<file path="config.mk">
export PLATFORM = sky130hd
export DESIGN_NAME = scba_class_select
export DESIGN_NICKNAME = d
export VERILOG_FILES = /design/src/rtl/assert_macros.svh /design/src/rtl/scba_pkg.sv /design/src/rtl/scba_class_select.sv
export SDC_FILE = /design/constraint.sdc
export NUM_CORES = 1
export LEC_CHECK = 0
export BUFFER_PORTS_ARGS = -buffer_cell sky130_fd_sc_hd__buf_2
export CAP_MARGIN = 20
export CORE_UTILIZATION = 60
export DETAILED_ROUTE_END_ITERATION = 12
export GPL_ROUTABILITY_DRIVEN = 0
export PLACE_DENSITY = 0.88
export SETUP_SLACK_MARGIN = 0.05
export SYNTH_ARGS = -nofsm -noshare
export SYNTH_HDL_FRONTEND = slang
export SYNTH_SLANG_ARGS = --single-unit
</file>
<file path="constraint.sdc">
create_clock -name vclk -period 8.1
set_clock_uncertainty 0.15 [all_clocks]
set_input_delay 0.405 -clock vclk [all_inputs]
set_output_delay 0.405 -clock vclk [all_outputs]
set_load 0.005 [all_outputs]
</file>
<file path="src/rtl/assert_macros.svh">
// ----------------------------------------------------------------------------
// assert_macros.svh
// assertion helpers shared by the rtl, empty when SYNTH is defined
// ----------------------------------------------------------------------------
`ifndef ASSERT_MACROS_SVH
`define ASSERT_MACROS_SVH

`ifndef SYNTH

// property that must hold at every clock edge out of reset
`define ASSERT_PROP(label, clk, rst, prop) \
   label: assert property (@(posedge clk) disable iff (rst) (prop)) \
      else $error("assertion failed");

// condition that must never be true out of reset
`define ASSERT_NEVER(label, clk, rst, expr) \
   label: assert property (@(posedge clk) disable iff (rst) !(expr)) \
      else $error("forbidden condition seen");

`else

`define ASSERT_PROP(label, clk, rst, prop)
`define ASSERT_NEVER(label, clk, rst, expr)

`endif

`endif

</file>
<file path="src/rtl/scba_pkg.sv">
// ----------------------------------------------------------------------------
// scba_pkg
// shared types and constants of the size class block allocator
// ----------------------------------------------------------------------------
package scba_pkg;

   // parameter defaults
   localparam int MAX_LEVELS_DEF      = 8;
   localparam int SLOTS_PER_LEVEL_DEF = 256;

   // field widths
   localparam int MIN_BLOCK_W = 17;
   localparam int LEVEL_CNT_W = 4;
   localparam int SIZE_W      = 24;
   localparam int RLVL_W      = 8;
   localparam int SLOT_W      = 8;
   localparam int STATUS_W    = 3;
   localparam int OUT_LVL_W   = 3;
   localparam int BYTES_W     = 35;
   localparam int BLOCKS_W    = 12;

   // bus widths
   localparam int REQ_DATA_W = 40;
   localparam int RSP_DATA_W = 64;
   localparam int CSR_DATA_W = MIN_BLOCK_W;

   // register reset values
   localparam logic [MIN_BLOCK_W-1:0] MIN_BLOCK_RST = MIN_BLOCK_W'(16);
   localparam logic [LEVEL_CNT_W-1:0] LEVEL_CNT_RST = LEVEL_CNT_W'(8);

   // running total limits
   localparam logic [BYTES_W-1:0]  BYTES_MAX  = '1;
   localparam logic [BLOCKS_W-1:0] BLOCKS_MAX = '1;

   typedef enum logic {
      KIND_ACQUIRE = 1'b0,
      KIND_RELEASE = 1'b1
   } kind_type;

   typedef enum logic {
      CSR_MIN_BLOCK   = 1'b0,
      CSR_LEVEL_COUNT = 1'b1
   } csr_index_type;

   typedef enum logic [STATUS_W-1:0] {
      STAT_OK          = 3'd0,
      STAT_BAD_SIZE    = 3'd1,
      STAT_OUT_OF_SLOT = 3'd2,
      STAT_BAD_LEVEL   = 3'd3,
      STAT_BAD_SLOT    = 3'd4,
      STAT_STACK_FULL  = 3'd5
   } status_type;

   typedef enum logic [1:0] {
      ST_IDLE   = 2'd0,
      ST_LOOKUP = 2'd1,
      ST_POP    = 2'd2
   } state_type;

endpackage

</file>
<file path="src/rtl/scba_class_select.sv">
// ----------------------------------------------------------------------------
// scba_class_select
// finds the smallest size class that holds a request plus one byte
// ----------------------------------------------------------------------------
module scba_class_select import scba_pkg::*; #(
   parameter int MAX_LEVELS = MAX_LEVELS_DEF,
   localparam int LVL_W  = (MAX_LEVELS > 1) ? $clog2(MAX_LEVELS) : 1,
   localparam int NLEV_W = $clog2(MAX_LEVELS + 1)
) (
   input  logic [SIZE_W-1:0]      req_size,
   input  logic [MIN_BLOCK_W-1:0] min_block_size,
   input  logic [NLEV_W-1:0]      nlev,
   output logic                   found,
   output logic [LVL_W-1:0]       level
);

   localparam int CS_W  = MIN_BLOCK_W + MAX_LEVELS - 1;
   localparam int CMP_W = (CS_W > SIZE_W + 1) ? CS_W : SIZE_W + 1;

   logic [CMP_W-1:0] need;

   assign need = CMP_W'(req_size) + CMP_W'(1);

   // independent compare per class, lowest fitting class wins
   always_comb begin
      found = 1'b0;
      level = '0;
      for (int i = MAX_LEVELS - 1; i >= 0; i--) begin
         if ((req_size != '0) && (NLEV_W'(i) < nlev) &&
             (need <= (CMP_W'(min_block_size) << i))) begin
            found = 1'b1;
            level = LVL_W'(i);
         end
      end
   end

endmodule

</file>
After elaboration in Yosys (flattened, before gate mapping)
Cells that the tools add are included.

storage, ports and cells
  register bits = 0
  latch bits = 0
  bits in writable memories = 0
  memory bits (read-only) = 0
  input bits = 45
  output and inout bits = 4
  logic and storage cells = 50
  memories kept = 0

cells by class
  add/subtract/negate cells = 1
  $mul = 0
  div/mod/pow operators = 0
  magnitude comparators = 16
  equal/unequal tests = 0
  shift operators = 0
  mux-type cells = 16
  bitwise gates (word level) = 0
  reductions and logical operators = 17

operators by type and width
  kind                                                                         count
  24-bit by 1-bit adder with 25-bit output, second input constant              1
  25-bit by 17-bit less-or-equal comparator with 1-bit output                  1
  25-bit by 18-bit less-or-equal comparator with 1-bit output                  1
  25-bit by 19-bit less-or-equal comparator with 1-bit output                  1
  25-bit by 20-bit less-or-equal comparator with 1-bit output                  1
  25-bit by 21-bit less-or-equal comparator with 1-bit output                  1
  25-bit by 22-bit less-or-equal comparator with 1-bit output                  1
  25-bit by 23-bit less-or-equal comparator with 1-bit output                  1
  25-bit by 24-bit less-or-equal comparator with 1-bit output                  1
  3-bit 2-to-1 mux                                                             8
  24-bit nonzero test                                                          1
  1-bit logical AND                                                            16
  3-bit by 4-bit less-than comparator with 1-bit output, first input constant  4
  1-bit by 4-bit less-than comparator with 1-bit output, first input constant  2
  2-bit by 4-bit less-than comparator with 1-bit output, first input constant  2
  1-bit 2-to-1 mux                                                             8

Depth between registers and ports, before layout
Gate-level depths: netlist of the first run.

  word-level depth = 11
  gate-level depth with buffers = 15
  depth with buffers taken out = 15

Worst setup path before layout of the first run
Ideal clock, no wire load.

  path kind = input -> output
  start point = in req_size[1]
  end point = out level[2]
  arrival time = 3.708 ns
  data required time = 7.545 ns
  setup slack = 3.837 ns
  cell stages on the path = 15
  path buffers = 1
  cells stage by stage = clkbuf_2 -> nand4_2 -> nor4_1 -> nand2_1 -> xnor2_1 -> inv_1 -> ha_1 -> nand2_1 -> nor4_1 -> nand3_1 -> or4_1 -> a211o_1 -> a21oi_1 -> nor2b_1 -> nor2b_4

between the ends
  longest elaborated chain between the ends = 11
  elaborated cells on any way between the ends = 34
  classes of those cells = add/sub: 1; order compare: 8; mux: 8; reduce/logical: 17

RTL lines
  element                                                                                                  line                                              source
  start, declared                                                                                          scba_class_select.sv:10                           input logic [SIZE_W-1:0] req_size,
  24-bit by 1-bit adder with 25-bit output / 24-bit nonzero test (equally long branches)                   scba_class_select.sv:22, scba_class_select.sv:29
  25-bit by 24-bit less-or-equal comparator with 1-bit output / 1-bit logical AND (equally long branches)  scba_class_select.sv:30, scba_class_select.sv:29
  1-bit logical AND                                                                                        scba_class_select.sv:29                           if ((req_size != '0) && (NLEV_W'(i) < nlev) &&
  3-bit 2-to-1 mux (7 in a row)                                                                            scba_class_select.sv:29
  3-bit 2-to-1 mux (*)                                                                                     scba_class_select.sv:29
  end, declared                                                                                            scba_class_select.sv:14                           output logic [LVL_W-1:0] level

Mark *: on every way between the ends. The rest lies on a longest branch, timed or not.

Final worst setup path of the first run
  start point = in req_size[3]
  end point = out level[2]

Same word-level chain as after synthesis.

==> results of run 1 <==
-- cell families after synthesis --
logic type,share of synthesized area
xor+xnor,0.0538
simple gates,0.243
compound gates,0.231
buf+inv,0.0445
fa+ha+maj,0.427
-- cell type report --
class              count  area [sq um]  area share
multi-input cells    492          3890       0.883
repair buffers        55           290      0.0658
well taps             77          96.3      0.0219
inverters             35           131      0.0298
-- cells in the final DEF (no fill, tap or decap), types with 3 or more instances in the layout --
cell       netlist  final
a211o_1          5      5
inv_1           35     35
o21a_1           9      9
buf_2            0     49
nor3_1          11     11
nand3_1         26     26
nor2_1          32     32
and4_2           3      3
o31ai_1          5      5
nand2b_1         5      5
a21boi_0         3      3
a21o_1           7      7
o21ai_0         28     28
xnor2_1         20     20
ha_1           139    139
a211oi_1        12     12
nor2b_1          3      3
and3_1           6      6
a31oi_1          5      5
a2111oi_0        3      3
a21oi_1         42     42
o211ai_1         8      8
nor4_1          13     13
buf_4            0      6
nand2_1         41     41
nand4_1         28     28
xor2_1           5      5
-- layer usage --
layer  global-route usage  wire [um]  up-vias
met4                0.142        623        0
met1                0.469       5310     2080
met5                    0          0        -
li1                     -          -     2170
met2                0.598       5540      273
met3               0.0433       1270       58
-- final timing paths --
path	from	to	slack, ns	depth (start not counted)
worst max-delay path	req_size[3]	level[2]	2.48	16
worst min-delay path	req_size[23]	level[1]	1.29	5
-- where the power goes --
group	switching [mW]	total [mW]	internal, mW	leakage [nW]
clock	0	0	0	0
combinational	0.149	0.248	0.0985	2.12
sequential	0	0	0	0
total	0.149	0.248	0.0985	2.12
-- per-stage QoR --
step           worst slack, ns  std cells   util  hold WS, ns  power, mW
2_1_floorplan             3.84        532      -        0.918      0.163
3_3_place_gp              2.76        659  0.683         1.25      0.225
3_5_place_dp              2.66        659  0.683         1.27      0.238
4_1_cts                   2.67        659  0.683         1.27      0.239
5_1_grt                   2.12        659  0.683         1.30      0.276
6_report                  2.48        659  0.683         1.29      0.248
-- critical path: stages --
cell and delay [ns]:
buf_2 0.22, nand4_2 0.19, nor4_1 0.79, nand2_1 0.14, xnor2_1 0.47, inv_1 0.24
ha_1 0.37, nand2_1 0.08, nor4_1 0.66, nand3_1 0.13, or4_1 0.49, a211o_1 0.33
a21oi_1 0.20, nor2b_1 0.13, nor2b_4 0.11, buf_2 0.11
-- cell usage after synthesis, types with 9 or more instances --
cell	count
a21oi_1	42
nor3_1	11
a211oi_1	12
nor2_1	32
xnor2_1	20
nand2_1	41
nand4_1	28
o21ai_0	28
ha_1	139
o21a_1	9
nand3_1	26
inv_1	35
nor4_1	13
==> results.toml, run 1 <==
[layout]
drive_gt1_frac = 0.122
finalNetCount = 768
fin_area_sq_mm = 0.00441
syn2layout_area_growth_pct = 8.26
nFlopsAndLatches = 0
clockBufferCount = 0
n_antenna_cell = 0
n_fill_cell = 537
ff_latch_area_sq_um = 0

[drt]
antenna_left = 0
drt_first_pass_iters = 11
wl_um = 12700
detail_route.iter0.violations = 556
num_vias = 4581
remaining_drc_errors = 3
viasPerCell = 6.95
wl_per_cell_um = 19.3

[worst_setup_path]
path_class = "primary input to primary output"
worstPathRequired_ns = 7.55
cp_data_arrival_time_ns = 5.07
endpoint_kind = "primary output"
startpoint_type = "primary input"
crit_fanout = 11

[logic_synthesis]
synth_warnings = 0
synth_top_area_frac = 0.427
synth_cells = 532
syn_area_sq_mm = 0.00407
synthesis.nets = 716
synth.area.top_cells = "ha_1, a21oi_1, nand4_1, xnor2_1, nand2_1"
yosysSeqAreaShare = 0
yosys.area.top_type = "ha_1"
ys_types = 55
syn_area_per_cell_sq_um = 7.66

[grt]
grt_max_degree = 12
grt_pass1_vias = 4371
grt.overflow.total = 0
grt_pass1_wl_um = 20800
antenna_found_initial = 0
grt.total_usage = 0.358

[placement]
dpl.hpwl_um = 10200
port_buffers = 49
placed_cell_area_sq_mm = 0.00441

[die]
rows = 29
coreArea_sq_mm = 0.00646
die_width_um = 84.4
start_util = 0.631
die_h_um = 84.4
dieArea_sq_mm = 0.00712
num_io_pins = 49

[status]
status = "finished, violations left"
violations = "design-rule violations"

[power_and_ir_drop]
power.leakage_nw = 2.12
ir_drop_mv = 0.0327
power.density_mw_per_mm2 = 56.2

[sta]
worst_pin_slew_ns = 1.06
setup_viol = 0
slew_headroom = 0.291
rsz0062_at_grt = "no"
slew_violations = 0
final-hold-violation-count = 0
period_needed_ns = 5.62
fin_tns_setup_ns = 0
fin_crit_sh = 0.694
max_freq_mhz = 178

[min_path]
hp-class = "primary input to primary output"

[cts]
holdBufCountCts = 0
cts_resized = 0
cts_setup_buffers = 0

[run]
maxCapViolCount = 0
Note: power is estimated with default switching activity, not from simulation.
==> run 2, diff against run 1 <==
==> constraint.sdc (replaced) <==
create_clock -name vclk -period 5.9
set_clock_uncertainty 0.15 [all_clocks]
set_input_delay 0.295 -clock vclk [all_inputs]
set_output_delay 0.295 -clock vclk [all_outputs]
set_load 0.005 [all_outputs]
==> run 2 against run 1 <==
Cell count increased by 0.76%. Global-route usage grew 1.1 points. Worst setup slack lost 1.6 ns. Design area increased by 0.85%. The flow still finishes with violations (design-rule violations). Critical path type unchanged. Flip-flop and latch count did not move. Largest power group unchanged. Highest routed layer unchanged. Die area unchanged. Count of clock-buffer cells in the layout unchanged. Routed wire length is 3.1% higher. Largest cell class unchanged. Total power increased by 41%. Critical path depth unchanged. Combinational power grew 41%.
==> results.toml, run 2 (synthesized netlist as in run 1, its figures left out) <==
[layout]
n_fill_cell = 543
fin_area_sq_mm = 0.00445
stdcell_count = 664
n_antenna_cell = 0
drive_gt1_frac = 0.129
nFlopsAndLatches = 0
clockBufferCount = 0
syn2layout_area_growth_pct = 9.19
layout_commonest_cell = "ha_1"
final_cell_mix = "ha_1, buf_2, a21oi_1"
multi_input_area_sq_mm = 0.00389
finalNetCount = 773
ff_latch_area_sq_um = 0

[grt]
grt_pass1_vias = 4589
antenna_found_initial = 0
grt_pass1_wl_um = 21500
grt_max_degree = 12
grt.overflow.total = 0
grt.total_usage = 0.369

[placement]
port_buffers = 49
dpl.hpwl_um = 10600
dp_cells = 664
placed_cell_area_sq_mm = 0.00445

[power_and_ir_drop]
power.density_mw_per_mm2 = 78.4
seqPwrFrac = 0
sw_frac_of_total = 0.604
combPwrFrac = 1.000
total_power_uw = 349
p_int_uw = 138
p_sw_uw = 211
ir_drop_mv = 0.0403
clkPwrFrac = 0
power.leakage_nw = 2.14

[die]
num_io_pins = 49
coreArea_sq_mm = 0.00646
die_width_um = 84.4
rows = 29
die_h_um = 84.4
dieArea_sq_mm = 0.00712
start_util = 0.631

[drt]
wl_um = 13100
num_vias = 4665
antenna_left = 0
detail_route.iter0.violations = 442
remaining_drc_errors = 2
viasPerCell = 7.03
wl_per_cell_um = 19.8
drt_first_pass_iters = 10

[sta]
whs_ns = 1.04
worst_pin_slew_ns = 0.896
final-hold-violation-count = 0
fin_tns_setup_ns = 0
fin_crit_sh = 0.852
max_freq_mhz = 199
setup_viol = 0
period_needed_ns = 5.03
slew_headroom = 0.398
slew_violations = 0
rsz0062_at_grt = "no"

[status]
violations = "design-rule violations"
status = "finished, violations left"

[worst_setup_path]
cp_data_arrival_time_ns = 4.58
endpoint = "level[2]"
worstPathRequired_ns = 5.45
endpoint_kind = "primary output"
path_class = "primary input to primary output"
crit_fanout = 11
cp-startpoint = "req_size[3]"
startpoint_type = "primary input"

[cts]
cts_resized = 0
holdBufCountCts = 0
cts_setup_buffers = 0

[run]
maxCapViolCount = 0

[min_path]
hp-class = "primary input to primary output"
==> run 2: worst max-delay path: stages <==
cell,delay [ns]
buf_2,0.21
nand4_2,0.20
nor4_1,0.75
nand2_1,0.14
xnor2_1,0.49
inv_1,0.22
ha_1,0.35
nand2_1,0.10
nor4_1,0.44
nand3_1,0.12
or4_1,0.46
a211o_1,0.31
a21oi_1,0.17
nor2b_1,0.11
nor2b_4,0.10
buf_2,0.11
==> run 2: through the flow <==
step                setup WS (ns)   util
floorplan                    1.86      -
global placement             1.06  0.688
detailed placement           1.01  0.688
CTS                          1.01  0.688
global route                0.665  0.688
finish                      0.873  0.688
==> run 2: per-layer routing <==
layer,vias to the layer above,GRT usage,part of all wire
met5,-,0,0
met4,0,0.171,0.043
met3,62,0.0600,0.10
met2,305,0.624,0.45
met1,2118,0.459,0.40
li1,2180,-,-
==> run 2: power by group through the flow <==
| stage | clock [mW] | sequential (mW) | combinational [mW] |
|---|---|---|---|
| global route | 0 | 0 | 0.385 |
| floorplan | 0 | 0 | 0.224 |
| finish | 0 | 0 | 0.349 |
| CTS | 0 | 0 | 0.336 |
| detailed placement | 0 | 0 | 0.334 |
| global placement | 0 | 0 | 0.314 |
==> run 2: how the worst min path moves through the flow <==
stage                     cells after the start         start  endpoint  slack, ns
after floorplan                               3  req_size[23]  level[1]       0.70
after global placement                        6  req_size[23]  level[1]       1.02
after detailed placement                      6  req_size[23]  level[1]       1.03
after CTS                                     6  req_size[23]  level[1]       1.03
after global routing                          6  req_size[23]  level[1]       1.07
final                                         6  req_size[23]  level[1]       1.04
==> run 2: cell type report <==
| cell class | instances | share of cell area |
|---|---|---|
| multi-input combinational | 492 | 0.875 |
| timing repair buffer | 60 | 0.0737 |
| inverter | 35 | 0.0295 |
| tap | 77 | 0.0217 |
==> run 3, diff against run 2 <==
--- a/config.mk
+++ b/config.mk
@@ -5,12 +5,13 @@
 export SDC_FILE = /design/constraint.sdc
 export NUM_CORES = 1
 export LEC_CHECK = 0
-export BUFFER_PORTS_ARGS = -buffer_cell sky130_fd_sc_hd__buf_2
+export ABC_AREA = 1
+export BUFFER_PORTS_ARGS = -buffer_cell sky130_fd_sc_hd__buf_4
 export CAP_MARGIN = 20
 export CORE_UTILIZATION = 60
 export DETAILED_ROUTE_END_ITERATION = 12
 export GPL_ROUTABILITY_DRIVEN = 0
-export PLACE_DENSITY = 0.88
+export PLACE_DENSITY = 0.87
 export SETUP_SLACK_MARGIN = 0.05
 export SYNTH_ARGS = -nofsm -noshare
 export SYNTH_HDL_FRONTEND = slang
==> run 3 against run 2 <==
The flow now finishes without violations. Largest power group unchanged. Combinational power is essentially flat. Hold slack gained 0.013 ns. Flip-flop and latch count is the same. Global-route usage shrank 0.077 points. Worst setup slack gained 0.85 ns. Critical path type unchanged. Maximum frequency grew 20%. Count of clock-buffer cells in the layout is the same. Cell count grew 27%. Non-clock buffer count shrank 11. Die area grew 7.3%. Synthesized area grew 7.5%.
==> results.toml, run 3 <==
[status]
status = "complete, no violations"

[placement]
dp_cells = 843
dpl.hpwl_um = 11400
port_buffers = 49

[sta]
fin_tns_setup_ns = 0
setup_viol = 0
whs_ns = 1.05
period_needed_ns = 4.18
slew_headroom = 0.369
worst_pin_slew_ns = 0.943
rsz0062_at_grt = "no"
slew_violations = 0
fin_crit_sh = 0.708
final-hold-violation-count = 0
max_freq_mhz = 239

[worst_setup_path]
critPathMaxStageDelay_ns = 0.74
worstPathRequired_ns = 5.45
path_class = "primary input to primary output"
endpoint_kind = "primary output"
critPathTopFamily = "simple AND/OR/NAND/NOR gates"
cp_data_arrival_time_ns = 3.73
cp_slowest_cell = "xor2_1"
crit_chain = "buf_4, ha_1, nand3_2, nor2_4, nand2_1, xor2_1, ha_1, a21oi_1, o21a_1, nor2_1, nor3_1, nand2_1, nand2_1, nand2_1, nand2_1, nand3_2, nand2_1, inv_1, nand2_1, nand2_1, nor2_2, buf_4"
crit_fanout = 8
critPathBufInv = 3
startpoint_type = "primary input"
cp_common_cell = "nand2_1"

[logic_synthesis]
synth_commonest_cells = "nand2_1, ha_1, inv_1"
synth_top_area_frac = 0.397
ys_types = 32
synth_warnings = 0
yosys.area.top_type = "ha_1"
synth_most_common_cell = "nand2_1"
synth.area.top_cells = "ha_1, nand2_1, inv_1, a21oi_1, nor2_1"
synth_cells = 698
syn_area_per_cell_sq_um = 6.27
yosysSeqAreaShare = 0
syn_area_sq_mm = 0.00438
synthesis.nets = 882

[drt]
drt_first_pass_iters = 6
detail_route.iter0.violations = 408
wl_um = 13400
remaining_drc_errors = 0
num_vias = 5026
wl_per_cell_um = 15.9
antenna_left = 0
viasPerCell = 5.96

[cts]
cts_resized = 0
holdBufCountCts = 0
cts_setup_buffers = 0

[grt]
grt_pass1_wl_um = 22300
antenna_found_initial = 0
grt.total_usage = 0.368
grt.overflow.total = 0
grt_max_degree = 9
grt_pass1_vias = 4763

[power_and_ir_drop]
seqPwrFrac = 0
p_int_uw = 135
combPwrFrac = 1.000
power.leakage_nw = 2.75
power.density_mw_per_mm2 = 72.0
total_power_uw = 351
ir_drop_mv = 0.0388
p_sw_uw = 215
sw_frac_of_total = 0.614
clkPwrFrac = 0

[layout]
n_antenna_cell = 0
final_cell_mix = "nand2_1, ha_1, inv_1"
clockBufferCount = 0
stdcell_count = 843
ff_latch_area_sq_um = 0
layout_commonest_cell = "nand2_1"
nFlopsAndLatches = 0
syn2layout_area_growth_pct = 11.1
drive_gt1_frac = 0.110
finalNetCount = 933
post-route-util = 0.705

[die]
num_io_pins = 49
die_h_um = 87.4
coreArea_sq_mm = 0.00691
dieArea_sq_mm = 0.00764
rows = 30
die_width_um = 87.4
start_util = 0.634

[min_path]
hp-class = "primary input to primary output"
hold_depth = 8
hold_end = "found"
hold_start = "nlev[3]"

[run]
maxCapViolCount = 0
-- run 3: cell types whose count changed after synthesis, moves of 7 or more --
cell and change:
nor2_2 +7, nor3_1 +11, xor2_1 +8, nand2_1 +128, nand4_1 -7, xnor2_1 -18
nand2_2 +8, nand3_1 +8, inv_1 +63, nor2_1 +30, o21ai_0 -8, nor4_1 -7
-- run 3: logic make-up (layout without fill, tap and decap cells) --
group,after synthesis,in the layout,synth area share
adders and majority gates,139,139,0.397
AOI/OAI and AO/OA,91,91,0.117
xor gates and xnor gates,15,15,0.0300
and+or+nand+nor,349,349,0.366
buffers and inverters,104,153,0.0891
-- run 3: worst max path at each step --
stage / from / to / depth (start not counted)
floorplan: req_size[0] / level[1] / 20
global placement: req_size[0] / level[2] / 23
detailed placement: req_size[0] / level[0] / 22
CTS: req_size[0] / level[0] / 22
global route: req_size[0] / level[2] / 22
finish: req_size[0] / level[0] / 22
-- run 3: final cells by class --
cell class	count	area, sq um
multi-input combinational	594	3990
fill	626	2040
tap	96	120
inverter	104	390
timing repair buffer	49	368
-- run 3: layer usage --
metal | GRT usage | vias up | share of wire
met4 | 0.137 | 0 | 0.044
met3 | 0.0294 | 44 | 0.073
met1 | 0.453 | 2247 | 0.43
met5 | 0 | - | 0
met2 | 0.662 | 262 | 0.45
li1 | - | 2473 | -
-- run 3: power groups by stage --
stage | registers [mW] | clock network [mW] | logic (mW)
after global placement | 0 | 0 | 0.325
after detailed placement | 0 | 0 | 0.342
final | 0 | 0 | 0.351
after global routing | 0 | 0 | 0.397
after floorplan | 0 | 0 | 0.228
after CTS | 0 | 0 | 0.343
-- run 3: per-stage QoR --
stage	worst slack [ns]	cell area [sq um]
2_1_floorplan	2.82	4380
3_3_place_gp	1.97	4870
3_5_place_dp	1.88	4870
4_1_cts	1.86	4870
5_1_grt	1.43	4870
6_report	1.72	4870
-- run 3: worst min-delay path, delay by kind of cell --
kind                   cells  cell delay, ns
AND/OR/NAND/NOR            5            0.32
buffers and inverters      3            0.29
