## src/rtl/assert_macros.svh

```systemverilog
// ----------------------------------------------------------------------------
// assert_macros.svh
// assertion helpers shared by the rtl, empty when SYNTH is defined
// ----------------------------------------------------------------------------
`ifndef ASSERT_MACROS_SVH
`define ASSERT_MACROS_SVH

`ifndef SYNTH

// property that must hold at every clock edge out of reset
`define ASSERT_PROP(label, clk, rst, prop) \
   label: assert property (@(posedge clk) disable iff (rst) (prop)) \
      else $error("assertion failed");

// condition that must never be true out of reset
`define ASSERT_NEVER(label, clk, rst, expr) \
   label: assert property (@(posedge clk) disable iff (rst) !(expr)) \
      else $error("forbidden condition seen");

`else

`define ASSERT_PROP(label, clk, rst, prop)
`define ASSERT_NEVER(label, clk, rst, expr)

`endif

`endif

```

## src/rtl/scba_pkg.sv

```systemverilog
// ----------------------------------------------------------------------------
// scba_pkg
// shared types and constants of the size class block allocator
// ----------------------------------------------------------------------------
package scba_pkg;

   // parameter defaults
   localparam int MAX_LEVELS_DEF      = 8;
   localparam int SLOTS_PER_LEVEL_DEF = 256;

   // field widths
   localparam int MIN_BLOCK_W = 17;
   localparam int LEVEL_CNT_W = 4;
   localparam int SIZE_W      = 24;
   localparam int RLVL_W      = 8;
   localparam int SLOT_W      = 8;
   localparam int STATUS_W    = 3;
   localparam int OUT_LVL_W   = 3;
   localparam int BYTES_W     = 35;
   localparam int BLOCKS_W    = 12;

   // bus widths
   localparam int REQ_DATA_W = 40;
   localparam int RSP_DATA_W = 64;
   localparam int CSR_DATA_W = MIN_BLOCK_W;

   // register reset values
   localparam logic [MIN_BLOCK_W-1:0] MIN_BLOCK_RST = MIN_BLOCK_W'(16);
   localparam logic [LEVEL_CNT_W-1:0] LEVEL_CNT_RST = LEVEL_CNT_W'(8);

   // running total limits
   localparam logic [BYTES_W-1:0]  BYTES_MAX  = '1;
   localparam logic [BLOCKS_W-1:0] BLOCKS_MAX = '1;

   typedef enum logic {
      KIND_ACQUIRE = 1'b0,
      KIND_RELEASE = 1'b1
   } kind_type;

   typedef enum logic {
      CSR_MIN_BLOCK   = 1'b0,
      CSR_LEVEL_COUNT = 1'b1
   } csr_index_type;

   typedef enum logic [STATUS_W-1:0] {
      STAT_OK          = 3'd0,
      STAT_BAD_SIZE    = 3'd1,
      STAT_OUT_OF_SLOT = 3'd2,
      STAT_BAD_LEVEL   = 3'd3,
      STAT_BAD_SLOT    = 3'd4,
      STAT_STACK_FULL  = 3'd5
   } status_type;

   typedef enum logic [1:0] {
      ST_IDLE   = 2'd0,
      ST_LOOKUP = 2'd1,
      ST_POP    = 2'd2
   } state_type;

endpackage

```

## src/rtl/scba_ptr_ram.sv

```systemverilog
// ----------------------------------------------------------------------------
// scba_ptr_ram
// per class stack depth and fresh slot count, registered read
// ----------------------------------------------------------------------------
module scba_ptr_ram import scba_pkg::*; #(
   parameter int MAX_LEVELS      = MAX_LEVELS_DEF,
   parameter int SLOTS_PER_LEVEL = SLOTS_PER_LEVEL_DEF,
   localparam int LVL_W = (MAX_LEVELS > 1) ? $clog2(MAX_LEVELS) : 1,
   localparam int CNT_W = $clog2(SLOTS_PER_LEVEL + 1)
) (
   input  logic             clock,
   input  logic             reset,
   input  logic             rd_en,
   input  logic [LVL_W-1:0] rd_addr,
   output logic [CNT_W-1:0] rd_depth,
   output logic [CNT_W-1:0] rd_fresh,
   input  logic             wr_en,
   input  logic [LVL_W-1:0] wr_addr,
   input  logic [CNT_W-1:0] wr_depth,
   input  logic [CNT_W-1:0] wr_fresh
);

   logic [2*CNT_W-1:0]    ram_ff [MAX_LEVELS];
   logic [MAX_LEVELS-1:0] valid_ff;
   logic [2*CNT_W-1:0]    rd_data_ff;

   // entries never written read as zero
   always_ff @(posedge clock) begin
      if (reset) begin
         valid_ff   <= '0;
         rd_data_ff <= '0;
      end else begin
         if (wr_en && (32'(wr_addr) < MAX_LEVELS)) begin
            valid_ff[wr_addr] <= 1'b1;
         end
         if (rd_en) begin
            if ((32'(rd_addr) < MAX_LEVELS) && valid_ff[rd_addr]) begin
               rd_data_ff <= ram_ff[rd_addr];
            end else begin
               rd_data_ff <= '0;
            end
         end
      end
   end

   always_ff @(posedge clock) begin
      if (wr_en && (32'(wr_addr) < MAX_LEVELS)) begin
         ram_ff[wr_addr] <= {wr_depth, wr_fresh};
      end
   end

   assign rd_depth = rd_data_ff[2*CNT_W-1:CNT_W];
   assign rd_fresh = rd_data_ff[CNT_W-1:0];

endmodule

```

## config.mk

```make
export PLATFORM = sky130hd
export DESIGN_NAME = scba_ptr_ram
export DESIGN_NICKNAME = d
export VERILOG_FILES = /design/src/rtl/assert_macros.svh /design/src/rtl/scba_pkg.sv /design/src/rtl/scba_ptr_ram.sv
export SDC_FILE = /design/constraint.sdc
export NUM_CORES = 1
export LEC_CHECK = 0
export BUFFER_PORTS_ARGS = -buffer_cell sky130_fd_sc_hd__buf_2
export CAP_MARGIN = 25
export CORE_MARGIN = 5
export CORE_UTILIZATION = 54
export DETAILED_ROUTE_END_ITERATION = 16
export PLACE_DENSITY = 0.73
export SETUP_SLACK_MARGIN = 0.5
export SYNTH_ARGS = -nofsm -noshare
export SYNTH_HDL_FRONTEND = slang
export SYNTH_SLANG_ARGS = --single-unit
```

## constraint.sdc

```tcl
create_clock -name clock -period 2.75 [get_ports clock]
set_input_delay 0.1375 -clock clock [delete_from_list [all_inputs] [get_ports clock]]
set_output_delay 0.1375 -clock clock [all_outputs]
set_load 0.02 [all_outputs]
```

# ---- Word-level counts from Yosys, hierarchy flattened
# Memory sizes are Yosys's and may differ from the RTL's.
# Index checks and enable logic that the tools add are counted.
# Widths: inputs -> output; s select.
dict set report classes {
  magnitude_cmp 3
  eq_ne 0
  n_div 0
  add_sub_neg 0
  n_bitwise 1
  shift 0
  n_reduce_logical 1
  n_mux 7
  mul 0
}
# cell count
set op_table {}
lappend op_table {{$mux 18} 1}
lappend op_table {{$lt 3x4->1 const B} 2}
lappend op_table {{$or 8x8->8} 1}
lappend op_table {{$mux 1} 4}
lappend op_table {{$bmux 1 s3} 1}
lappend op_table {{$demux 1 s3} 1}
lappend op_table {{$ge 3x1->1 const B} 1}
lappend op_table {{$logic_and 1x1->1} 1}
dict set report word_totals {
  elab_cells 15
  ramBits 144
  reg_bits 26
  inputBits 28
  romBits 0
  mem_count 1
  output_inout_bits 18
  latch_bits 0
}
# name words word_bits read_ports rd_ports_with_merged_regs wr line_no
set mem_list {}
lappend mem_list {ram_ff 8 18 1 0 1 scba_ptr_ram.sv:23} ;# logic [2*CNT_W-1:0] ram_ff [MAX_LEVELS];

# ---- Depth between registers and ports, before layout
# Gate-level depths: netlist (run 1).
dict set report logic_depth {
  depth_word 5
  depth_mapped 6
  ltp_nobuf 3
}

# ---- Least setup slack after synthesis (run 1)
# OpenSTA, ideal clock, no wires.
dict set report synth_timing {
  kind {input port to flip-flop}
  from {in wr_addr[2]}
  to {mem ram_ff[0][0] (netlist bit) (enable)}
  path_slack_ns 0.099
  path_buffers 0
  cell_stages 1
  arrival_time_ns 2.201
  path_cell_list {nor4b_1}
}
# element line_no
set synth_rtl {}
lappend synth_rtl {{from (decl)} scba_ptr_ram.sv:18} ;# input logic [LVL_W-1:0] wr_addr,
lappend synth_rtl {{to (decl)} scba_ptr_ram.sv:23}
# Straight into the memory's write port.

# ---- Worst setup path in the final report (run 1)
dict set report layout_timing {
  from {reg valid_ff[4]}
  to {reg rd_data_ff[0]}
}
dict set report layout_between {
  elab_chain_cells 3
}
# element line_no
set layout_rtl {}
lappend layout_rtl {{from (decl)} scba_ptr_ram.sv:24} ;# logic [MAX_LEVELS-1:0] valid_ff;
lappend layout_rtl {{from (signal assigned)} scba_ptr_ram.sv:30} ;# valid_ff <= '0;
lappend layout_rtl {{from (signal, indexed assignment)} scba_ptr_ram.sv:34} ;# valid_ff[wr_addr] <= 1'b1;
lappend layout_rtl {{$bmux 1 s3} scba_ptr_ram.sv:37} ;# if ((32'(rd_addr) < MAX_LEVELS) && valid_ff[rd_addr]) begin
lappend layout_rtl {{$mux 1 (implied by the code)} scba_ptr_ram.sv:37}
lappend layout_rtl {{$mux 18} scba_ptr_ram.sv:37}
lappend layout_rtl {{to (signal assigned)} scba_ptr_ram.sv:38} ;# rd_data_ff <= ram_ff[rd_addr];
lappend layout_rtl {{to (decl)} scba_ptr_ram.sv:25} ;# logic [2*CNT_W-1:0] rd_data_ff;
# No other way between the ends. The select of a mux whose other input is x is not followed.
# A chain may end at the register's enable or synchronous reset.

==> summary.md, run 1 <==
| Metric | Value |
|---|---|
| RSZ-0062 raised after global routing | no |
| CP delay by family, top | multiplexers |
| Syn_nets | 338 |
| Largest net degree at the start of global routing | 39 |
| Reg2reg setup slack | between 900 and 1000 ps |
| Share of cells above drive strength 1 | 35.2% |
| Fmax | 558 MHz |
| Net Sw Frac | a little over 20% |
| Layout Nets | around 420 |
| Total track usage | 18.0% |
| CP endpoint kind | register |
| Total CTS buffers | 17 |
| CP Launch Type | register |
| Worst path bufs/invs | 1 |
| Max stage delay on crit path | 500 ps |
| Tcrit/Tclk final | 65.2% |
| Post-CTS Resized | 0 |
| Pwr dens | between 700 and 800 mW/mm^2 |
| Netlist cell types | 24 |
| DRT iter0 DRCs | approximately 250 |
| CTS tree | yes |
| Die H | 120 um |
| Clock share of power | around two fifths |
| Comb pwr share | 6.3% |
| YS warnings | 0 |
| Worst Path Max Fanout | 13 |
| Antenna cells | 0 |
| Hold endpoint | rd_data_ff[2]$_SDFFE_PP0P_ |
| H-Tree Depth | 4 |
| Flops & latches, synth | 170 |
| Int Pwr | roughly 0.0044 W |
| Layout filler cell count | 812 |
| Layout area overhead | 19.1% |
| Vias per std cell | 5.69 |
| Peak supply drop | roughly 0.52 mV |
| Final Skew | 11.6 ps |
| R2r worst-path depth | 4 |
| TNS Setup | 0 ps |
| Initial Util | between 50% and 60% |
| Max-slew violation count | 0 |
| Worst path cell trace | mux4_1, nor2b_2, buf_4, o41ai_1 |
| Full die area | 0.0144 mm^2 |
| Placer congestion estimate | slightly above 0.7 |
| Max-cap violations | 0 |
| Min-delay src | rd_en |
| Net switching power | 0.00113 W |
| DP HPWL | around 7200 um |
| Measured slew at the worst slew-check pin | 670 ps |
| Crit path DAT | 2090 ps |
| Total number of vias | 3149 |
| Number of global-route vias before repair | 3289 |
| Hold Path Cell Cnt | 5 |
| Worst min-delay path class | primary input to register |
| Register area share after synthesis | 74.3% |
| Pre-Repair DR Iteration Count | 4 |
| Cts hold-fix bufs | 19 |
| Die Span X | ~120 um |
| Cell count after synthesis | 310 |
| Site row count | 40 |
| FF-to-FF End | rd_data_ff[0]$_SDFFE_PP0P_ |
| Post-CTS Setup Bufs | 0 |
| Bufs on Longest Clock Path | 2 |
| R2r startpoint | valid_ff[4]$_SDFFE_PP0P_ |
| Post-layout min period | 1790 ps |
| Setup CP Type | register to register |
| Root Buffer | clkbuf_16 |
| Status | completed |
| Syn Std Cell Area | 0.00652 mm^2 |
| Routed length per instance | 21.7 um |
| Total grt overflow | 0 |
| Final Core Density | 65.2% |
| CP Data Required Time | 3050 ps |
| Mean Syn Cell Area | 21.0 um^2 |
| Hold Fails Final Rpt | 0 |
| Setup Viol. Count Final | 0 |
| Pleak | 2.78 nW |
| Clk_lat worst skew | 420 ps |
| Reg clk slew, reported paths | 60 ps |
| Flop pwr share | 52.8% |
| Port buffer count | 45 |
| Slew headroom | 55.4% |
| # IOs | 46 |
| Core area | 0.0119 mm^2 |
| Sink Count | 170 |
| Routed Antenna Nets | 0 |
| CP max stage cell | mux4_1 |
| First-pass GRT wire length | 18800 um |
| Initial antenna violation count | 0 |
| Drt drc | 0 |
| Drt total wl | 12000 um |
power by group through the flow:
stage	clock (W)	sequential [W]	combinational, W
floorplan	0	0.00297	0.000202
detailed placement	0	0.00296	0.000328
global placement	0	0.00295	0.000319
finish	0.00225	0.00290	0.000346
CTS	0.00230	0.00290	0.000350
global route	0.00240	0.00291	0.000374
per-layer routing:
metal	vias up	part of all wire, %	track usage [%]
li1	1454	-	-
met3	12	3.6	3.91
met1	1613	45	24.1
met4	0	0.99	6.37
met2	70	50	29.3
met5	-	0	0
worst max path at each step:
stage                            endpoint  slack [ps]                startpoint  cells past startpoint
2_1_floorplan      ram_ff[3][0]$_DFFE_PP_         690                wr_addr[0]                      2
3_3_place_gp   rd_data_ff[0]$_SDFFE_PP0P_         890                rd_addr[0]                      5
3_5_place_dp   rd_data_ff[0]$_SDFFE_PP0P_         840                rd_addr[0]                      5
4_1_cts        rd_data_ff[0]$_SDFFE_PP0P_         880  valid_ff[5]$_SDFFE_PP0P_                      4
5_1_grt        rd_data_ff[0]$_SDFFE_PP0P_         860  valid_ff[6]$_SDFFE_PP0P_                      4
6_report       rd_data_ff[0]$_SDFFE_PP0P_         960  valid_ff[4]$_SDFFE_PP0P_                      4
Yosys cell counts:
cell / count / area [um^2]
mux4_2: 30 / 676
nor3_1: 1 / 5.00
and4b_1: 2 / 20.0
buf_1: 1 / 3.75
o41ai_2: 10 / 163
buf_6: 6 / 67.6
mux4_1: 7 / 184
buf_12: 1 / 20.0
a22o_1: 1 / 8.76
buf_2: 7 / 35.0
o21ba_2: 3 / 30.0
nor3b_1: 1 / 7.51
buf_4: 1 / 7.51
mux2i_1: 20 / 200
edfxtp_1: 144 / 4320
nor2b_1: 2 / 12.5
dfxtp_1: 26 / 521
clkbuf_1: 2 / 7.51
nor2_1: 13 / 48.8
nor4b_1: 1 / 8.76
nand2_1: 20 / 75.1
o41ai_1: 8 / 70.1
nand2b_1: 1 / 6.26
nor4bb_1: 2 / 20.0
worst reg2reg max path, cell delays in order (launching register included):
cell	delay [ps]
dfxtp_1	320
mux4_1	500
nor2b_2	400
buf_4	330
o41ai_1	130
final cells by class:
| class | instances | area [um^2] | area share [%] |
|---|---|---|---|
| Timing Repair Buffer | 82 | 567 | 7.30 |
| Tap cell | 147 | 184 | 2.37 |
| Sequential cell | 170 | 4840 | 62.4 |
| Multi-Input combinational cell | 122 | 1600 | 20.5 |
| Clock inverter | 9 | 53.8 | 0.693 |
| Clock buffer | 23 | 522 | 6.72 |
flip-flops by register name, summed over array words and instances (netlist names):
register and count:
rd_data_ff 18, ram_ff 144, valid_ff 8
layout by cell type (no fill, tap or decap), drive strengths merged, types with 2 or more instances in the layout:
cell / Yosys / final
o41ai: 18 / 18
nor4bb: 2 / 2
nand2: 20 / 20
mux4: 37 / 37
mux2i: 20 / 20
dlygate4sd3: 0 / 19
nor2: 13 / 13
buf: 16 / 63
clkinv: 0 / 5
and4b: 2 / 2
nor2b: 2 / 2
o21ba: 3 / 3
clkbuf: 2 / 23
dfxtp: 26 / 26
inv: 0 / 4
edfxtp: 144 / 144
stage by stage:
step / power, W / worst slack [ps] / cell area, um^2 / instances / hold WS, ps
floorplan: 0.00317 / 694 / 6540 / 310 / 236
global placement: 0.00327 / 893 / 6990 / 501 / 401
detailed placement: 0.00329 / 843 / 6990 / 501 / 410
CTS: 0.00555 / 876 / 7750 / 552 / 231
global route: 0.00569 / 863 / 7770 / 553 / 266
finish: 0.00550 / 956 / 7770 / 553 / 257
kinds of logic (layout without fill, tap and decap cells):
family                 after synthesis  count (layout)  share of synthesized area (%)
AO/OA/AOI/OAI                       22              22                           4.16
multiplexers                        57              57                           16.3
flip-flops                         170             170                           74.3
buffers and inverters               18             114                           2.17
AND/OR/NAND/NOR                     43              43                           3.13
No activity file was read; power rests on OpenSTA's default activity.
==> run 2, diff against run 1 <==
Settings changed: ABC_AREA set to 1, CORE_UTILIZATION 54 to 60, PLACE_DENSITY 0.73 to 0.77.
Clock period 2.75 ns to 1.8 ns, I/O delays scaled along.
==> run 2 against run 1 <==
Compared with the run above:
- critical path depth rose by 4
- power rose by 62%
- worst setup slack got worse by 390 ps
- flip-flop and latch count did not move
- critical endpoint unchanged
- highest routed layer unchanged
==> summary.md, run 2 <==
| Metric | Value |
|---|---|
| Status | completed |
| Post-layout instance count excluding filler cells | 1022 (+85%) |
| Drt total wl | 15800 um (+32%) |
| Initial Util | 61.2% (+6.5 points) |
| Reg clk slew, reported paths | 60 ps (about the same) |
| Flop pwr share | 49.8% (-3.0 points) |
| Layout area overhead | 17.1% |
| Hold Fails Final Rpt | 0 (unchanged) |
| Mean Syn Cell Area | 9.58 um^2 (-54%) |
| FF-to-FF End | rd_data_ff[0]$_SDFFE_PP0P_ |
| Most frequent cells in the layout | 267 x nand2_1, 156 x inv_1, 144 x edfxtp_1, 83 x nand3_1, 45 x buf_2 |
| Top Registers | ram_ff: 144 flops, rd_data_ff: 18 flops, valid_ff: 8 flops |
| Bufs on Longest Clock Path | 2 (unchanged) |
| Site row count | 40 (unchanged) |
| First-pass GRT wire length | 25500 um (+36%) |
| Number of global-route vias before repair | 5194 (+58%) |
| Measured slew at the worst slew-check pin | 540 ps (-130 ps) |
| Comb pwr share | 7.5% (+1.2 points) |
| Post-Place Cells | 970 (+94%) |
| Max-cap violations | 0 (unchanged) |
| Layout filler cell count | 829 (+2.1%) |
| Min-delay src | reset |
| Root Buffer | clkbuf_16 |
| Total grt overflow | 0 (unchanged) |
| CP Data Required Time | 2150 ps (-900 ps) |
| Biggest register | ram_ff |
| Post-layout min period | 1240 ps (-558 ps) |
| Most used DFF post-synth | edfxtp_1 |
| Share of cells above drive strength 1 | 14.5% (-21 points) |
| Syn Std Cell Area | 0.00739 mm^2 (+13%) |
| Cell with the most instances after synthesis | nand2_1 |
| Worst Path Max Fanout | 4 (-9) |
| Initial antenna violation count | 0 (unchanged) |
| Flops & latches, synth | 170 (unchanged) |
| CP endpoint kind | register |
| CTS tree | yes |
| Top cell type's share of synthesized area | 58.5% (-7.8 points) |
| H-Tree Depth | 4 (unchanged) |
| Post-CTS Setup Bufs | 0 (unchanged) |
| Register area share after synthesis | 65.6% (-8.7 points) |
| Routed length per instance | 15.5 um (-29%) |
| Full die area | 0.0146 mm^2 (+1.8%) |
| Max reg flops | 144 (unchanged) |
| Syn_nets | 799 (+140%) |
| Clk_lat worst skew | 420 ps (about the same) |
| Die H | 121 um (+0.89%) |
| DP HPWL | 9360 um (+30%) |
| Pre-CTS setup slack | 362 ps (-481 ps) |
| PnR worst setup slack | 564 ps (-392 ps) |
| Dominant cell type by area after synthesis | edfxtp_1 |
| FFs w/ async S/R, synth | 0% (unchanged) |
| Die Span X | 121 um (+0.89%) |
| Largest net degree at the start of global routing | 49 (+26%) |
| Hold Path Cell Cnt | 2 (-3) |
| Peak supply drop | 0.620 mV (+20%) |
| Total number of vias | 5174 (+64%) |
| Tcrit/Tclk final | 68.7% (+3.4 points) |
| Fmax | 809 MHz (+45%) |
| Vias per std cell | 5.06 (-11%) |
| Setup CP Type | register to register |
| Total CTS buffers | 17 (unchanged) |
| Clock share of power | 42.6% (+1.7 points) |
| Reg2reg setup slack | 560 ps (-390 ps) |
| Pre-Repair DR Iteration Count | 5 (+1) |
| Total track usage | 23.0% (+5.0 points) |
| CP Launch Type | register |
| YS warnings | 0 (unchanged) |
| # IOs | 46 (unchanged) |
| Setup Viol. Count Final | 0 (unchanged) |
| Commonest non-fill, non-tap cell in the layout | nand2_1 |
| Pwr dens | 1030 mW/mm^2 (+45%) |
| Netlist cell types | 17 (-29%) |
| RSZ-0062 raised after global routing | no |
| Port buffer count | 45 (unchanged) |
| Post-synth EDFFs | 144 (unchanged) |
| Antenna cells | 0 (unchanged) |
| DRT iter0 DRCs | 483 (+92%) |
| Hold endpoint | valid_ff[5]$_SDFFE_PP0P_ |
| Net Sw Frac | 20.9% (+0.47 points) |
| Final Skew | 4.87 ps (-6.71 ps) |
| Core area | 0.0121 mm^2 (+1.3%) |
| Tot Pwr | 0.00890 W (+62%) |
| Cell count after synthesis | 771 (+150%) |
| Layout Nets | 870 (+110%) |
| Drt drc | 0 (unchanged) |
| R2r startpoint | valid_ff[6]$_SDFFE_PP0P_ |
| Routed Antenna Nets | 0 (unchanged) |
| Commonest cells post-synth | 268 x nand2_1, 156 x inv_1, 144 x edfxtp_1 |
| Net switching power | 0.00186 W (+65%) |
| Pleak | 3.95 nW (+42%) |
| Slew headroom | 64.0% (+8.6 points) |
| Worst min-delay path class | primary input to register |
| R2r worst-path depth | 8 (+4) |
| Crit path DAT | 1590 ps (-500 ps) |
| Int Pwr | 0.00703 W (+61%) |
| Placer congestion estimate | 0.783 (+11%) |
| Top area cells in the synthesized netlist | edfxtp_1 59%, nand2_1 14%, inv_1 7.9% |
| Sink Count | 170 (unchanged) |
| Max-slew violation count | 0 (unchanged) |
| TNS Setup | 0 ps (unchanged) |
-- run 2: changes by cell type in the layout (fill, tap and decap cells not counted), moves of 8 or more --
cell     before  now
nand2_1      20  267
inv_1         0  156
nand3_1       0   83
mux4_2       30    0
mux2i_1      20    0
a21oi_2       0   10
nand3_2       0   10
o41ai_2      10    0
a21oi_1       0    8
o41ai_1       8    0
-- run 2: final cells by class --
type,instances,area [um^2],area share (%)
Clock buffer,19,433,5.00
Clock inverter,12,179,2.07
Inverter,159,597,6.90
Multi-Input combinational cell,411,1820,21.0
Sequential cell,170,4840,56.0
Tap cell,168,210,2.43
Timing Repair Buffer,83,568,6.57
-- run 2: power by group through the flow --
stage	clock (W)	combinational, W	sequential (W)
finish	0.00379	0.000668	0.00443
CTS	0.00383	0.000653	0.00443
global placement	0	0.000594	0.00451
detailed placement	0	0.000616	0.00452
global route	0.00401	0.000746	0.00444
floorplan	0	0.000392	0.00453
-- run 2: worst max path at each step --
stage                        startpoint                          to  cells after the start
6_report       valid_ff[6]$_SDFFE_PP0P_  rd_data_ff[0]$_SDFFE_PP0P_                      8
3_5_place_dp                 rd_addr[1]  rd_data_ff[2]$_SDFFE_PP0P_                      8
2_1_floorplan                wr_addr[1]      ram_ff[2][0]$_DFFE_PP_                      4
3_3_place_gp                 rd_addr[1]  rd_data_ff[3]$_SDFFE_PP0P_                      8
5_1_grt        valid_ff[2]$_SDFFE_PP0P_  rd_data_ff[1]$_SDFFE_PP0P_                      8
4_1_cts        valid_ff[6]$_SDFFE_PP0P_  rd_data_ff[2]$_SDFFE_PP0P_                      8
-- run 2: critical path, cell delays in order, from the launching register on --
cell	delay, ps
dfxtp_1	360
inv_1	60
nand2_1	60
nand3_1	60
nand2_1	140
nand2_4	100
nand2_2	160
nand3_1	110
a21oi_1	130
-- run 2: logic make-up (layout without fill, tap and decap cells) --
kind of cell,Yosys count,after routing,share of synthesized area [%]
flip-flops,170,170,65.6
AND/OR/NAND/NOR,390,393,22.2
AO/OA/AOI/OAI,18,18,1.73
buffers and inverters,193,273,10.5
-- run 2: what timing repair did --
action	CTS	global route
endpoints found under the setup margin	0	18
endpoints found under the hold margin	144	0
resized for setup	0	3
hold buffers	18	0
-- run 2: per-stage QoR --
stage | hold slack [ps] | instance area, um^2 | util, %
after global routing | 142 | 8650 | 71.7
after floorplan | 189 | 7390 | -
after global placement | 348 | 7830 | 64.9
after CTS | 113 | 8620 | 71.5
after detailed placement | 363 | 7830 | 64.9
final | 125 | 8650 | 71.7
-- run 2: routing by layer --
metal / global-route usage (%) / share of wire [%]
met5: 0 / 0
met4: 10.1 / 3.1
met3: 5.97 / 7.4
met1: 28.5 / 41
met2: 38.1 / 49
